--- config.mk ---
export PLATFORM = sky130hd
export DESIGN_NAME = multibyte_separator_field_splitter
export DESIGN_NICKNAME = d
export VERILOG_FILES = /design/src/design/msfs_pkg.sv /design/src/design/msfs_core.sv /design/src/design/multibyte_separator_field_splitter.sv
export SDC_FILE = /design/constraint.sdc
export NUM_CORES = 1
export LEC_CHECK = 0
export BUFFER_PORTS_ARGS = -buffer_cell sky130_fd_sc_hd__buf_4
export CAP_MARGIN = 5
export CORE_ASPECT_RATIO = 1.75
export CORE_MARGIN = 5
export CORE_UTILIZATION = 40
export CTS_BUF_LIST = sky130_fd_sc_hd__clkbuf_2 sky130_fd_sc_hd__clkbuf_4 sky130_fd_sc_hd__clkbuf_8
export DETAILED_ROUTE_END_ITERATION = 16
export HOLD_SLACK_MARGIN = 0.06
export SYNTH_ARGS = -nofsm -noshare
export SYNTH_HDL_FRONTEND = slang
export SYNTH_SLANG_ARGS = --single-unit
--- constraint.sdc ---
create_clock -name i_clk -period 27.9 [get_ports i_clk]
set_input_delay 5.58 -clock i_clk [delete_from_list [all_inputs] [get_ports i_clk]]
set_output_delay 5.58 -clock i_clk [all_outputs]
set_load 0.01 [all_outputs]
--- src/design/msfs_pkg.sv ---
// ----------------------------------------------------------------------------
// msfs_pkg: shared types and constants of the multibyte separator field splitter
// Holds the payload structs, configuration register layout, register indexes
// and the partial-match fold helper used by the field matching core.
// ----------------------------------------------------------------------------
package msfs_pkg;

    // Separator and line geometry.
    localparam int MAX_SEP_BYTES  = 8;
    localparam int SEP_LEN_BITS   = 4;
    localparam int SEP_IDX_BITS   = 3;
    localparam int SEP_DATA_BITS  = 8 * MAX_SEP_BYTES;
    localparam int POS_BITS       = 16;
    localparam int FIELD_NUM_BITS = 10;

    localparam logic [POS_BITS-1:0]       POS_MAX       = {POS_BITS{1'b1}};
    localparam logic [FIELD_NUM_BITS-1:0] FIELD_NUM_MAX = {FIELD_NUM_BITS{1'b1}};
    localparam logic [7:0]                SPACE_BYTE    = 8'h20;

    // Configuration port layout and register indexes.
    localparam int CFG_IDX_BITS  = 2;
    localparam int CFG_DATA_BITS = SEP_DATA_BITS;

    localparam logic [CFG_IDX_BITS-1:0] CFG_SEP_BYTES  = 2'd0;
    localparam logic [CFG_IDX_BITS-1:0] CFG_SEP_LENGTH = 2'd1;
    localparam logic [CFG_IDX_BITS-1:0] CFG_TRIM       = 2'd2;

    localparam logic [SEP_DATA_BITS-1:0] RST_SEP_BYTES  = 64'd44;
    localparam logic [SEP_LEN_BITS-1:0]  RST_SEP_LENGTH = 4'd1;

    // One input transaction: a byte of the line.
    typedef struct packed {
        logic [7:0] data_byte;
        logic       line_end;
    } t_in;

    // One result transaction: a completed field.
    typedef struct packed {
        logic [15:0]               field_start;
        logic [15:0]               field_length;
        logic [FIELD_NUM_BITS-1:0] field_number;
        logic                      last_field;
        logic                      overflow;
    } t_out;

    // Configuration registers as seen by the core.
    typedef struct packed {
        logic [SEP_DATA_BITS-1:0] sep_bytes;
        logic [SEP_LEN_BITS-1:0]  sep_length;
        logic                     trim;
    } t_cfg;

    // Where the last non-space byte of a dropped partial match sits.
    typedef struct packed {
        logic                    found;
        logic [SEP_LEN_BITS-1:0] back;
    } t_fold;

    // Byte i of the separator word.
    function automatic logic [7:0] sep_byte(input logic [SEP_DATA_BITS-1:0] sep,
                                            input logic [SEP_IDX_BITS-1:0]  idx);
        sep_byte = sep[idx*8 +: 8];
    endfunction

    // For m matched bytes, find the last one that is not a space and return
    // how many bytes it lies before the end of the match.
    function automatic t_fold fold_info(input logic [SEP_DATA_BITS-1:0] sep,
                                        input logic [SEP_LEN_BITS-1:0]  m);
        t_fold res;
        res.found = 1'b0;
        res.back  = '0;
        for (int i = 1; i <= MAX_SEP_BYTES; i++) begin
            if ((SEP_LEN_BITS'(i) <= m) &&
                (sep[(i-1)*8 +: 8] != SPACE_BYTE)) begin
                res.found = 1'b1;
                res.back  = m - SEP_LEN_BITS'(i);
            end
        end
        fold_info = res;
    endfunction

endpackage

--- src/design/msfs_core.sv ---
// ----------------------------------------------------------------------------
// msfs_core: separator matching and field bookkeeping
// Holds the per-line state and, for each stepped byte, produces zero, one or
// two completed fields in combinational logic.
// ----------------------------------------------------------------------------
module msfs_core (
    input  logic             i_clk,
    input  logic             i_rst_n,
    input  logic             i_step,
    input  msfs_pkg::t_in    i_item,
    input  msfs_pkg::t_cfg   i_cfg,
    output logic [1:0]       o_count,
    output msfs_pkg::t_out   o_res0,
    output msfs_pkg::t_out   o_res1
);

    localparam int PB = msfs_pkg::POS_BITS;
    localparam int LB = msfs_pkg::SEP_LEN_BITS;

    // Line state.
    logic [PB-1:0]                       r_pos, n_pos;
    logic [PB-1:0]                       r_cfs, n_cfs;
    logic [LB-1:0]                       r_m, n_m;
    logic [PB-1:0]                       r_cen, n_cen;
    logic [msfs_pkg::FIELD_NUM_BITS-1:0] r_fc, n_fc;
    logic                                r_ovf, n_ovf;

    logic [LB-1:0]   len_eff;
    logic            at_max;
    logic [PB-1:0]   endp;
    logic            ovf_now;
    logic [LB-1:0]   m0, m1, m2;
    logic [7:0]      b;
    logic            mismatch;
    msfs_pkg::t_fold fold1, fold2;
    logic [PB-1:0]   cand1, cand2;
    logic [PB-1:0]   cen1, cen2, cen3;
    logic            hit, complete;
    logic [PB-1:0]   sstart_raw, sstart, end0, len0;
    logic [PB-1:0]   cfs2, end1, len1;
    logic [LB-1:0]   m3;
    logic [msfs_pkg::FIELD_NUM_BITS-1:0] fc2;

    // Effective separator length, clamped to 1..MAX_SEP_BYTES.
    always_comb begin
        if (i_cfg.sep_length == '0) begin
            len_eff = LB'(1);
        end else if (i_cfg.sep_length > LB'(msfs_pkg::MAX_SEP_BYTES)) begin
            len_eff = LB'(msfs_pkg::MAX_SEP_BYTES);
        end else begin
            len_eff = i_cfg.sep_length;
        end
    end

    // Match step, folds of dropped partial matches and field results.
    always_comb begin
        b       = i_item.data_byte;
        at_max  = (r_pos == msfs_pkg::POS_MAX);
        endp    = at_max ? r_pos : r_pos + PB'(1);
        ovf_now = r_ovf | at_max;
        m0      = (r_m >= len_eff) ? '0 : r_m;

        // A byte that breaks a partial match turns the match into content.
        mismatch = (m0 != '0) &&
                   (b != msfs_pkg::sep_byte(i_cfg.sep_bytes, m0[msfs_pkg::SEP_IDX_BITS-1:0]));
        fold1 = msfs_pkg::fold_info(i_cfg.sep_bytes, m0);
        cand1 = (r_pos >= PB'(fold1.back)) ? r_pos - PB'(fold1.back) : '0;
        cen1  = (mismatch && fold1.found && (cand1 > r_cen)) ? cand1 : r_cen;
        m1    = mismatch ? '0 : m0;

        // The byte is tested against the next separator byte.
        hit      = (b == msfs_pkg::sep_byte(i_cfg.sep_bytes, m1[msfs_pkg::SEP_IDX_BITS-1:0]));
        m2       = m1 + LB'(1);
        complete = hit && (m2 == len_eff);

        // Field closed by a completed separator.
        sstart_raw = (endp >= PB'(len_eff)) ? endp - PB'(len_eff) : '0;
        sstart     = (sstart_raw < r_cfs) ? r_cfs : sstart_raw;
        end0       = i_cfg.trim ? cen1 : sstart;
        len0       = (end0 > r_cfs) ? end0 - r_cfs : '0;

        cfs2 = r_cfs;
        fc2  = r_fc;
        cen2 = cen1;
        m3   = '0;
        if (complete) begin
            cfs2 = endp;
            cen2 = endp;
            if (r_fc != msfs_pkg::FIELD_NUM_MAX) begin
                fc2 = r_fc + msfs_pkg::FIELD_NUM_BITS'(1);
            end
        end else if (hit) begin
            m3 = m2;
        end else if (b != msfs_pkg::SPACE_BYTE) begin
            cen2 = endp;
        end

        // At line end a pending partial match is content of the final field.
        fold2 = msfs_pkg::fold_info(i_cfg.sep_bytes, m3);
        cand2 = (endp >= PB'(fold2.back)) ? endp - PB'(fold2.back) : '0;
        cen3  = ((m3 != '0) && fold2.found && (cand2 > cen2)) ? cand2 : cen2;
        end1  = i_cfg.trim ? cen3 : endp;
        len1  = (end1 > cfs2) ? end1 - cfs2 : '0;
    end

    // Result packing: the separator field always comes first.
    always_comb begin
        o_res1.field_start  = 16'(cfs2);
        o_res1.field_length = 16'(len1);
        o_res1.field_number = fc2;
        o_res1.last_field   = 1'b1;
        o_res1.overflow     = ovf_now;

        if (complete) begin
            o_res0.field_start  = 16'(r_cfs);
            o_res0.field_length = 16'(len0);
            o_res0.field_number = r_fc;
            o_res0.last_field   = 1'b0;
            o_res0.overflow     = ovf_now;
        end else begin
            o_res0 = o_res1;
        end

        o_count = {1'b0, complete} + {1'b0, i_item.line_end};
    end

    // Next line state; everything clears after the last byte of a line.
    always_comb begin
        if (i_item.line_end) begin
            n_pos = '0;
            n_cfs = '0;
            n_m   = '0;
            n_cen = '0;
            n_fc  = '0;
            n_ovf = 1'b0;
        end else begin
            n_pos = endp;
            n_cfs = cfs2;
            n_m   = m3;
            n_cen = cen2;
            n_fc  = fc2;
            n_ovf = ovf_now;
        end
    end

    // State registers advance once per stepped byte.
    always_ff @(posedge i_clk) begin
        if (!i_rst_n) begin
            r_pos <= '0;
            r_cfs <= '0;
            r_m   <= '0;
            r_cen <= '0;
            r_fc  <= '0;
            r_ovf <= 1'b0;
        end else if (i_step) begin
            r_pos <= n_pos;
            r_cfs <= n_cfs;
            r_m   <= n_m;
            r_cen <= n_cen;
            r_fc  <= n_fc;
            r_ovf <= n_ovf;
        end
    end

endmodule

--- src/design/multibyte_separator_field_splitter.sv ---
// ----------------------------------------------------------------------------
// multibyte_separator_field_splitter: splits a text line into fields
// Input register, field matching core and a four-entry result queue.
// ----------------------------------------------------------------------------
// Usage:
// The input channel carries one byte of a line per transaction, with
// line_end set on the last byte. The output channel carries one transaction
// per completed field: start offset, length (optionally without trailing
// spaces), field index, a final-field flag and a sticky overflow flag.
// The separator (1 to 8 bytes), its length and the trim option are written
// through the configuration port; the user must do so only while no line
// data is in flight; the block does not enforce it. An accepted byte passes
// the input register and the result queue before its first field is output.
// One byte is taken every cycle while the queue has room for two results; a
// byte closing a separator on line end yields two fields, queued in order.
// Reset clears the line state and the queue and restores the default
// configuration: a single comma separator, no trimming.
// When the receiver stalls, the queue fills; once fewer than two entries
// are free the input register holds its byte and input ready drops.
// ----------------------------------------------------------------------------
module multibyte_separator_field_splitter (
    input  logic                                 i_clk,
    input  logic                                 i_rst_n,
    input  logic                                 i_in_valid,
    output logic                                 o_in_ready,
    input  msfs_pkg::t_in                        i_in_data,
    output logic                                 o_out_valid,
    input  logic                                 i_out_ready,
    output msfs_pkg::t_out                       o_out_data,
    input  logic                                 i_cfg_we,
    input  logic [msfs_pkg::CFG_IDX_BITS-1:0]    i_cfg_index,
    input  logic [msfs_pkg::CFG_DATA_BITS-1:0]   i_cfg_data
);

    localparam int QDEPTH = 4;
    localparam int QPB    = $clog2(QDEPTH);
    localparam int QCB    = QPB + 1;

    msfs_pkg::t_cfg r_cfg;
    msfs_pkg::t_in  r_in;
    logic           r_in_valid;
    logic           room;
    logic           step;
    logic           in_take;
    logic           pop;
    logic [1:0]     core_count;
    logic [1:0]     push_count;
    msfs_pkg::t_out res0, res1;

    msfs_pkg::t_out r_q [QDEPTH];
    logic [QPB-1:0] r_wr, r_rd;
    logic [QCB-1:0] r_qcount;

    // Configuration registers.
    always_ff @(posedge i_clk) begin
        if (!i_rst_n) begin
            r_cfg.sep_bytes  <= msfs_pkg::RST_SEP_BYTES;
            r_cfg.sep_length <= msfs_pkg::RST_SEP_LENGTH;
            r_cfg.trim       <= 1'b0;
        end else if (i_cfg_we) begin
            case (i_cfg_index)
                msfs_pkg::CFG_SEP_BYTES: begin
                    r_cfg.sep_bytes <= i_cfg_data;
                end
                msfs_pkg::CFG_SEP_LENGTH: begin
                    r_cfg.sep_length <= i_cfg_data[msfs_pkg::SEP_LEN_BITS-1:0];
                end
                msfs_pkg::CFG_TRIM: begin
                    r_cfg.trim <= i_cfg_data[0];
                end
                default: begin
                end
            endcase
        end
    end

    // Handshake: the core steps only when the queue can take two results.
    assign room       = (r_qcount <= QCB'(QDEPTH - 2));
    assign step       = r_in_valid && room;
    assign o_in_ready = !r_in_valid || room;
    assign in_take    = i_in_valid && o_in_ready;

    // Input register.
    always_ff @(posedge i_clk) begin
        if (!i_rst_n) begin
            r_in_valid <= 1'b0;
        end else begin
            r_in_valid <= in_take || (r_in_valid && !step);
        end
    end

    always_ff @(posedge i_clk) begin
        if (in_take) begin
            r_in <= i_in_data;
        end
    end

    // Field matching core.
    msfs_core u_core (
        .i_clk   (i_clk),
        .i_rst_n (i_rst_n),
        .i_step  (step),
        .i_item  (r_in),
        .i_cfg   (r_cfg),
        .o_count (core_count),
        .o_res0  (res0),
        .o_res1  (res1)
    );

    assign push_count = step ? core_count : 2'd0;
    assign pop        = o_out_valid && i_out_ready;

    // Result queue pointers and fill count.
    always_ff @(posedge i_clk) begin
        if (!i_rst_n) begin
            r_wr     <= '0;
            r_rd     <= '0;
            r_qcount <= '0;
        end else begin
            r_wr     <= r_wr + QPB'(push_count);
            r_rd     <= r_rd + QPB'(pop);
            r_qcount <= r_qcount + QCB'(push_count) - QCB'(pop);
        end
    end

    // Result queue entries; a second result goes to the slot after the first.
    always_ff @(posedge i_clk) begin
        if (push_count != 2'd0) begin
            r_q[r_wr] <= res0;
        end
        if (push_count == 2'd2) begin
            r_q[r_wr + QPB'(1)] <= res1;
        end
    end

    assign o_out_valid = (r_qcount != '0);
    assign o_out_data  = r_q[r_rd];

endmodule
After elaboration in Yosys (flattened, before gate mapping)
Memory sizes are Yosys's and may differ from the RTL's. A register that Yosys moved wholly into a read port is not among the register bits. Cells that the tools add are included. Widths: inputs -> output; s select.

Reduce and logical (&&, ||, !) cells: 39. Add/sub/neg operators: 30. Bitwise logic cells: 1. $lt $le $gt $ge: 27. Equal/unequal tests: 17. Muxes and demuxes: 52. Shifts and indexed selects: 2.

Operator list (count): $mux 16 (18); $shiftx 64x7->8 (2); $mux 5 (16); $ne 8x6->1 const B (9); $gt 16x16->1 (4); $ge 16x4->1 (3); $sub 16x4->16 (3); $mux 44 (1); $le 3x4->1 const A (8); $sub 16x16->16 (2); $sub 4x3->4 const B (8); $mux 10 (3); $mux 4 (7); $logic_and 1x1->1 (26); $add 16x1->16 const B (1); $eq 16x16->1 const B (1); $le 2x4->1 const A (4); $lt 16x16->1 (1); $sub 4x2->4 const B (4); $add 10x1->10 const B (1); $ne 10x10->1 const B (1); $eq 8x8->1 (1); $le 1x4->1 const A (2); $le 4x4->1 const A (2); 27 further kinds (40).

Bits in writable memories: 176. Memories kept: 1. Flip-flop bits (word level): 149. Word-level logic and storage cells: 184. Bits of input ports: 80. Output and inout port bits: 46.

Memories: r_q (depth 4, width 44, rd ports 1, clocked after memory_dff 1, write ports 2, line multibyte_separator_field_splitter.sv:50) `msfs_pkg::t_out r_q [QDEPTH];`.

Longest topological paths before layout
Gate-level depths: netlist of run 1.

Depth after elaboration: 32. Gate-level depth with buffers: 84. Mapped depth without buffers: 78.

Modules after synthesis
A second synthesis of run 1 with hierarchy kept.

Cell total of the unflattened synthesis: 2423. Area total of the unflattened synthesis: 23326.1 sq um.

By module, submodules not included: multibyte_separator_field_splitter (seq. area each 7096.8 sq um, times used 1, cells each 793, area each 11913.9 sq um); msfs_core (seq. area each 1261.2 sq um, times used 1, cells each 1630, area each 11412.2 sq um).

Least setup slack after synthesis of run 1
No wires, ideal clock.

Path type: reg-to-reg. Start: register u_core.r_m[0]. End: memory r_q[2][19] (netlist name) (data pin). Library setup time: 274 ps. Stages on the path, launching flop included: 80. Buffers on the path: 12. Path slack: 13246 ps. Period minus slack after synthesis: 14654 ps. Required time: 27626 ps. Arrival: 14380 ps. Cells stage by stage: dfxtp_1 > buf_2 > buf_2 > buf_2 > inv_1 > ha_1 > or3b_4 > a211o_1 > buf_6 > nand2_1 > and2_1 > buf_2 > inv_1 > clkbuf_1 > ha_1 > a22o_1 > buf_6 > nand2_1 > [... 44 more ...] > a21oi_1 > ha_1 > fa_1 > nor2b_1 > o21ai_0 > a21oi_1 > o21ai_0 > nand2b_1 > a21o_1 > a21o_1 > a221oi_1 > o21ai_0 > o41a_1 > clkbuf_1 > nand2_1 > nor2_1 > a31oi_1 > o22ai_1.

RTL lines: start: declaration (line msfs_core.sv:23) `logic [LB-1:0] r_m, n_m;`; start signal: assignment (line msfs_core.sv:158) `r_m <= n_m;`; end: declaration (line multibyte_separator_field_splitter.sv:50).

==> results of run 1 <==
flip-flops by register name, summed over array words and instances, names as in the netlist:
signal        flops
r_rd              2
r_in              9
r_wr              2
r_in_valid        1
u_core.r_ovf      1
r_cfg            69
u_core.r_fc      10
u_core.r_pos     16
u_core.r_cfs     16
u_core.r_cen     16
u_core.r_m        4
r_qcount          3
r_q             176
cell type report:
| class | instances | area [sq um] |
|---|---|---|
| diodes | 1 | 2.50 |
| clock buffers | 63 | 811 |
| repair buffers | 178 | 1340 |
| well taps | 760 | 951 |
| fillers | 5473 | 30800 |
| inverters | 110 | 413 |
| multi-input cells | 1876 | 13300 |
| clock inverters | 30 | 254 |
| flip-flops and latches | 325 | 8320 |
per-stage QoR:
stage | util [%] | hold WS, ps
6_report | 45.2 | 482
5_1_grt | 45.2 | 504
4_1_cts | 45.2 | 486
3_5_place_dp | 43.3 | 474
3_3_place_gp | 43.3 | 463
2_1_floorplan | - | 445
routing by layer:
metal	vias up	part of all wire (%)	routed length (um)	GRT usage, %
met2	862	54	46400	51.3
li1	9262	-	-	-
met1	9745	32	27000	24.8
met3	326	4.8	4110	3.14
met4	0	9.5	8140	21.6
met5	-	0	0	0
worst max-delay path: cells and delay by family, from the launching register on:
family / cells / cell delay (ps)
simple gates: 20 / 4520
fa+ha+maj: 8 / 2520
buf+inv: 8 / 2110
flops: 1 / 310
compound gates: 35 / 8220
mux: 2 / 640
synth_stat cells (13+ instances only):
cell	number	area [sq um]
o21ai_1	29	145
xnor2_1	67	587
a211oi_1	13	97.6
a21o_1	35	263
nor4_1	20	125
nand2_1	302	1130
buf_2	21	105
nor2_1	150	563
a21oi_1	98	490
xor2_1	33	289
a31oi_1	18	113
mux4_2	53	1190
o21ai_0	138	691
ha_1	127	1590
mux2i_1	101	1010
nand2b_1	31	194
edfxtp_1	181	5440
dfxtp_1	144	2880
nor3_1	33	165
a21boi_0	70	526
inv_1	106	398
nand4_1	32	200
o22ai_1	142	888
clkbuf_1	123	462
and2_1	52	325
nand3_1	40	200
and3_1	20	125
a22oi_1	26	195
nor2b_1	58	363
path summary, 6_finish.rpt:
path / startpoint / to / slack, ps
max: u_core.r_m[0]$_SDFFE_PN0P_ / r_q[1][17]$_DFFE_PP_ / 9220
min: r_cfg[32]$_SDFFE_PN0P_ / r_cfg[32]$_SDFFE_PN0P_ / 480
max reg2reg: u_core.r_m[0]$_SDFFE_PN0P_ / r_q[1][17]$_DFFE_PP_ / 9220
min reg2reg: r_cfg[32]$_SDFFE_PN0P_ / r_cfg[32]$_SDFFE_PN0P_ / 480
power breakdown:
part / leakage [nW] / total (W) / internal (W) / switching, W
Clock: 0.556 / 0.000434 / 0.000229 / 0.000205
Sequential: 2.83 / 0.000532 / 0.000518 / 0.0000141
Combinational: 5.77 / 0.000468 / 0.000186 / 0.000282
Total: 9.15 / 0.00143 / 0.000933 / 0.000501
cell families after synthesis:
logic type / count (synthesis) / share of synthesized area (%)
mux: 168 / 10.4
buf+inv: 269 / 4.71
flops: 325 / 36.6
compound gates: 669 / 19.2
fa+ha+maj: 133 / 7.53
simple gates: 805 / 17.6
xor+xnor: 101 / 3.93
==> results.tsv, run 1 <==
stage	metric	value	unit
logic_synthesis	yosysUniqueCellTypes	98	
sta	worst_slew_pin_slew	1000	ps
clock_tree	clk_pin_slew	70	ps
clock_tree	cts_resized	0	
min_path	worstHoldPathCells	2	
sta	setup_violations	0	
cells_and_area	final_cell_mix	nand2_1 (298), edfxtp_1 (181), buf_4 (178)	
pwr	vdd_ir_drop_max	0.0333	mV
clock_tree	clock_latency	660	ps
detailed_routing	wl_per_cell	25.6	um
worst_setup_path	slowest_stage	nor4b_4	
worst_setup_path	cp_data_required_time	28270	ps
logic_synthesis	synth_edf_count	181	
floorplanning	design.core.area	56300	sq um
clock_tree	clock_path_buffers	3	
detailed_routing	routed_wl	85.6	mm
clock_tree	cts_tree	done	
detailed_routing	vias	20200	
sta	max-slew-margin-rel	33.2	%
pwr	power.density	56.4	nW/um^2
grt	antenna_found_initial	2	
place	gp_congestion	1.00	
detailed_routing	firstDrtPassIters	6	
place	io_buffer_count	125	
detailed_routing	first_iter_violations	1491	
clock_tree	postCtsHoldBufs	0	
cells_and_area	stdcell_count	3343	
detailed_routing	post_drt_via_cell_ratio	6.04	
sta	finClkSkew	20.8	ps
floorplanning	initial_core_util	40.3	%
worst_setup_path	worstSetupEndpointType	flip-flop	
worst_setup_path	start_kind	flip-flop	
sta	min_period	18680	ps
place	place_area	24400	sq um
logic_synthesis	synth_fp_nets	2683	
logic_synthesis	avgSynthCellArea	9.19	sq um
cells_and_area	fin_nets	2754	
logic_synthesis	synth_seq_cells	325	
clock_tree	cts_sinks	325	
floorplanning	die_x	190	um
sta	fmax	53.5	MHz
logic_synthesis	ys.warnings.count	0	
worst_setup_path	arrival	19040	ps
run	drv_cap	0	
floorplanning	top_level_ports	126	
worst_setup_path	critPathMaxStageDelay	760	ps
sta	finalCritPeriodShare	66.9	%
min_path	hold_path_class	flip-flop to flip-flop	
clock_tree	cts_buffers	50	
sta	drv_slew	0	
logic_synthesis	syn_inst	2470	
worst_setup_path	r2r_cells	73	
clock_tree	cts-root-buf	clkbuf_8	
place	dp_hpwl	64.6	mm
cells_and_area	drive_gt1_share	14.4	%
clock_tree	post_cts_buffers	0	
grt	grt_pass1_vias	20800	
detailed_routing	ant_nets	0	
logic_synthesis	syn_area	22700	sq um
cells_and_area	final_common_cell	nand2_1	
outcome	status	finished clean	
cells_and_area	stdcell_area	25400	sq um
detailed_routing	drc	0	
sta	rsz0062_at_grt	no	
grt	grt_pass1_wl	127	mm
logic_synthesis	synthFlopType	edfxtp_1	
grt	grt_max_degree	94	
floorplanning	rows	115	
worst_setup_path	criticalPathCategory	flip-flop to flip-flop	
logic_synthesis	seq_area_frac_synth	36.6	%
sta	hold_viol	0	
grt	overflow	0	
clock_tree	h-tree-depth	2	
floorplanning	die-area	61800	sq um
pwr	total_power	0.00143	W
sta	fin_setup_tns	0	ps
worst_setup_path	worst-path-max-fanout	28	
floorplanning	dieHeight	325	um
place	dpl_worst_slack	9610	ps
pwr	power_leakage	9.15	nW
cells_and_area	syn_to_final_growth	12.0	%
grt	grt_use_total	26.8	%
place	place_inst	3249	
sta	setup_slack	9220	ps
worst_setup_path	cpMostUsedCell	o21ai_0	
logic_synthesis	ys_async_sr_fraction	0	%
(Power assumes the default switching activity.)
==> run 2: changes to the inputs <==
==> constraint.sdc (replaced) <==
create_clock -name i_clk -period 19.5 [get_ports i_clk]
set_input_delay 3.9 -clock i_clk [delete_from_list [all_inputs] [get_ports i_clk]]
set_output_delay 3.9 -clock i_clk [all_outputs]
set_load 0.01 [all_outputs]
==> run 2 against run 1 <==
Highest routed layer unchanged. Worst hold slack gained 6.1 ps. Global-route usage shrank 0.58 points. Fmax grew 3.6%.
==> results.tsv, run 2 (synthesis gave the netlist of run 1 again) <==
stage	metric	value	unit	change
floorplanning	die-area	61800	sq um	unchanged
cells_and_area	drive_gt1_share	15.0	%	was 14.4%
pwr	power_leakage	9.20	nW	was 9.15 nW
place	dp_hpwl	62.6	mm	was 64.6 mm
detailed_routing	firstDrtPassIters	6		unchanged
clock_tree	cts_sinks	325		unchanged
worst_setup_path	worstSetupEndpointType	flip-flop		unchanged
detailed_routing	vias	20100		was 20,200
cells_and_area	regMostFlops	r_q		unchanged
detailed_routing	wl_per_cell	25.0	um	was 25.6 um
clock_tree	postCtsHoldBufs	0		unchanged
run	drv_cap	0		unchanged
grt	antenna_found_initial	2		unchanged
worst_setup_path	rrSetupSlack	1480	ps	was 9220 ps
worst_setup_path	worstReg2RegStart	u_core.r_m[0]$_SDFFE_PN0P_		unchanged
clock_tree	cts_buffers	52		was 50
sta	hold_viol	0		unchanged
min_path	min_from	u_core.r_ovf$_SDFFE_PN0P_		was r_cfg[32]$_SDFFE_PN0P_
grt	grt_max_degree	73		was 94
worst_setup_path	arrival	18380	ps	was 19,040 ps
clock_tree	clk_pin_slew	60	ps	was 70 ps
detailed_routing	wl_met2	44.7	mm	was 46.4 mm
place	place_area	24300	sq um	was 24,400 sq um
detailed_routing	first_iter_violations	1399		was 1,491
floorplanning	rows	115		unchanged
sta	min_period	18020	ps	was 18,680 ps
sta	max-slew-margin-rel	21.3	%	was 33.2%
worst_setup_path	cp_data_required_time	19860	ps	was 28,270 ps
place	place_inst	3245		was 3,249
worst_setup_path	worst-path-max-fanout	28		unchanged
worst_setup_path	start_kind	flip-flop		unchanged
cells_and_area	final_cell_mix	nand2_1 (298), edfxtp_1 (181), buf_4 (174)		was nand2_1 (298), edfxtp_1 (181), buf_4 (178)
cells_and_area	top_regs	r_q (176), r_cfg (69)		unchanged
place	gp_congestion	1.02		was 1.00
floorplanning	top_level_ports	126		unchanged
sta	finClkSkew	37.4	ps	was 20.8 ps
worst_setup_path	r2r_cells	68		was 73
sta	hold_ws	488	ps	was 482 ps
sta	rsz0062_at_grt	no		unchanged
sta	worst_slew_pin_slew	1180	ps	was 1000 ps
grt	overflow	0		unchanged
pwr	power.density	82.2	nW/um^2	was 56.4 nW/um^2
floorplanning	dieHeight	325	um	unchanged
detailed_routing	wl_met1	26.8	mm	was 27.0 mm
place	io_buffer_count	125		unchanged
clock_tree	h-tree-depth	2		unchanged
grt	grt_pass1_vias	20900		was 20,800
detailed_routing	drc	0		unchanged
sta	drv_slew	0		unchanged
sta	setup_violations	0		unchanged
worst_setup_path	criticalPathCategory	flip-flop to flip-flop		unchanged
detailed_routing	ant_nets	0		unchanged
min_path	worstHoldPathCells	2		unchanged
clock_tree	clock_latency	660	ps	about the same
outcome	status	finished clean		unchanged
floorplanning	initial_core_util	40.3	%	unchanged
detailed_routing	met3_length	4.16	mm	was 4.11 mm
cells_and_area	stdcell_count	3344		was 3,343
grt	grt_use_total	26.2	%	was 26.8%
detailed_routing	routed_wl	83.8	mm	was 85.6 mm
cells_and_area	largest_register_ffs	176		unchanged
worst_setup_path	critPathMaxStageDelay	790	ps	was 760 ps
worst_setup_path	slowest_stage	nor4b_4		unchanged
pwr	total_power	0.00210	W	was 0.00143 W
pwr	vdd_ir_drop_max	0.0512	mV	was 0.0333 mV
min_path	min_to	u_core.r_ovf$_SDFFE_PN0P_		was r_cfg[32]$_SDFFE_PN0P_
sta	fin_setup_tns	0	ps	unchanged
floorplanning	design.core.area	56300	sq um	unchanged
sta	fmax	55.5	MHz	was 53.5 MHz
cells_and_area	syn_to_final_growth	12.4	%	was 12.0%
clock_tree	clock_path_buffers	3		unchanged
clock_tree	cts-root-buf	clkbuf_8		unchanged
worst_setup_path	r2r-end	r_q[3][15]$_DFFE_PP_		was r_q[1][17]$_DFFE_PP_
grt	grt_pass1_wl	125	mm	was 127 mm
cells_and_area	stdcell_area	25500	sq um	was 25,400 sq um
detailed_routing	post_drt_via_cell_ratio	6.01		was 6.04
cells_and_area	fin_nets	2752		was 2,754
clock_tree	cts_tree	done		unchanged
min_path	hold_path_class	flip-flop to flip-flop		unchanged
sta	finalCritPeriodShare	92.4	%	was 66.9%
detailed_routing	top_layer	met4		unchanged
cells_and_area	final_common_cell	nand2_1		unchanged
floorplanning	die_x	190	um	unchanged
==> run 2: changes by cell type in the layout (fill, tap and decap cells not counted), sizes merged <==
cell and change:
buf -4, clkbuf +16, inv +2, bufinv -1, clkinv -12
==> run 2: worst max path at each step <==
stage                                     startpoint                    to  slack, ps  depth (start not counted)
after detailed placement  u_core.r_m[0]$_SDFFE_PN0P_  r_q[3][15]$_DFFE_PP_       1490                         68
after CTS                 u_core.r_m[0]$_SDFFE_PN0P_  r_q[3][15]$_DFFE_PP_       1420                         68
after floorplan           u_core.r_m[0]$_SDFFE_PN0P_  r_q[3][19]$_DFFE_PP_       4850                         79
after global placement    u_core.r_m[0]$_SDFFE_PN0P_  r_q[1][15]$_DFFE_PP_       1860                         73
after global routing      u_core.r_m[0]$_SDFFE_PN0P_  r_q[1][15]$_DFFE_PP_        300                         72
final                     u_core.r_m[0]$_SDFFE_PN0P_  r_q[3][15]$_DFFE_PP_       1480                         68
==> run 2: stage by stage <==
| stage | worst slack, ps | utilization (%) |
|---|---|---|
| after floorplan | 4850 | - |
| after global placement | 1860 | 43.2 |
| after detailed placement | 1490 | 43.2 |
| after CTS | 1420 | 45.3 |
| after global routing | 297 | 45.3 |
| final | 1480 | 45.3 |
==> run 2: per-layer routing <==
layer	GRT usage [%]	vias to the layer above
li1	-	9241
met1	24.6	9678
met2	49.6	878
met3	3.61	314
met4	20.8	0
met5	0	-
==> run 2: area by class of cell <==
cell class	instances	area (sq um)
fillers	5472	30800
multi-input cells	1876	13300
flip-flops and latches	325	8320
repair buffers	174	1310
clock buffers	79	987
well taps	760	951
inverters	110	413
clock inverters	19	188
diodes	1	2.50
==> run 2: report_power, final <==
group | total [W] | internal (W) | switching [W] | leakage, nW
Combinational | 0.000670 | 0.000267 | 0.000403 | 5.75
Clock | 0.000665 | 0.000366 | 0.000299 | 0.631
Sequential | 0.000763 | 0.000741 | 0.0000212 | 2.83
Total | 0.00210 | 0.00137 | 0.000723 | 9.20
==> run 2: repair_timing <==
item,in CTS,in global routing
endpoints found under the setup margin,0,13
resized for setup,0,1
setup buffers,0,0
endpoints found under the hold margin,0,0
==> run 2: critical path: cells and delay by family, from the launching register on <==
family,cells,cell delay [ps]
and+or+nand+nor,21,5620
AOI/OAI and AO/OA,31,7200
xor gates and xnor gates,1,190
adders and majority gates,8,2510
DFF,1,300
buffers and inverters,6,1510
muxes,1,350
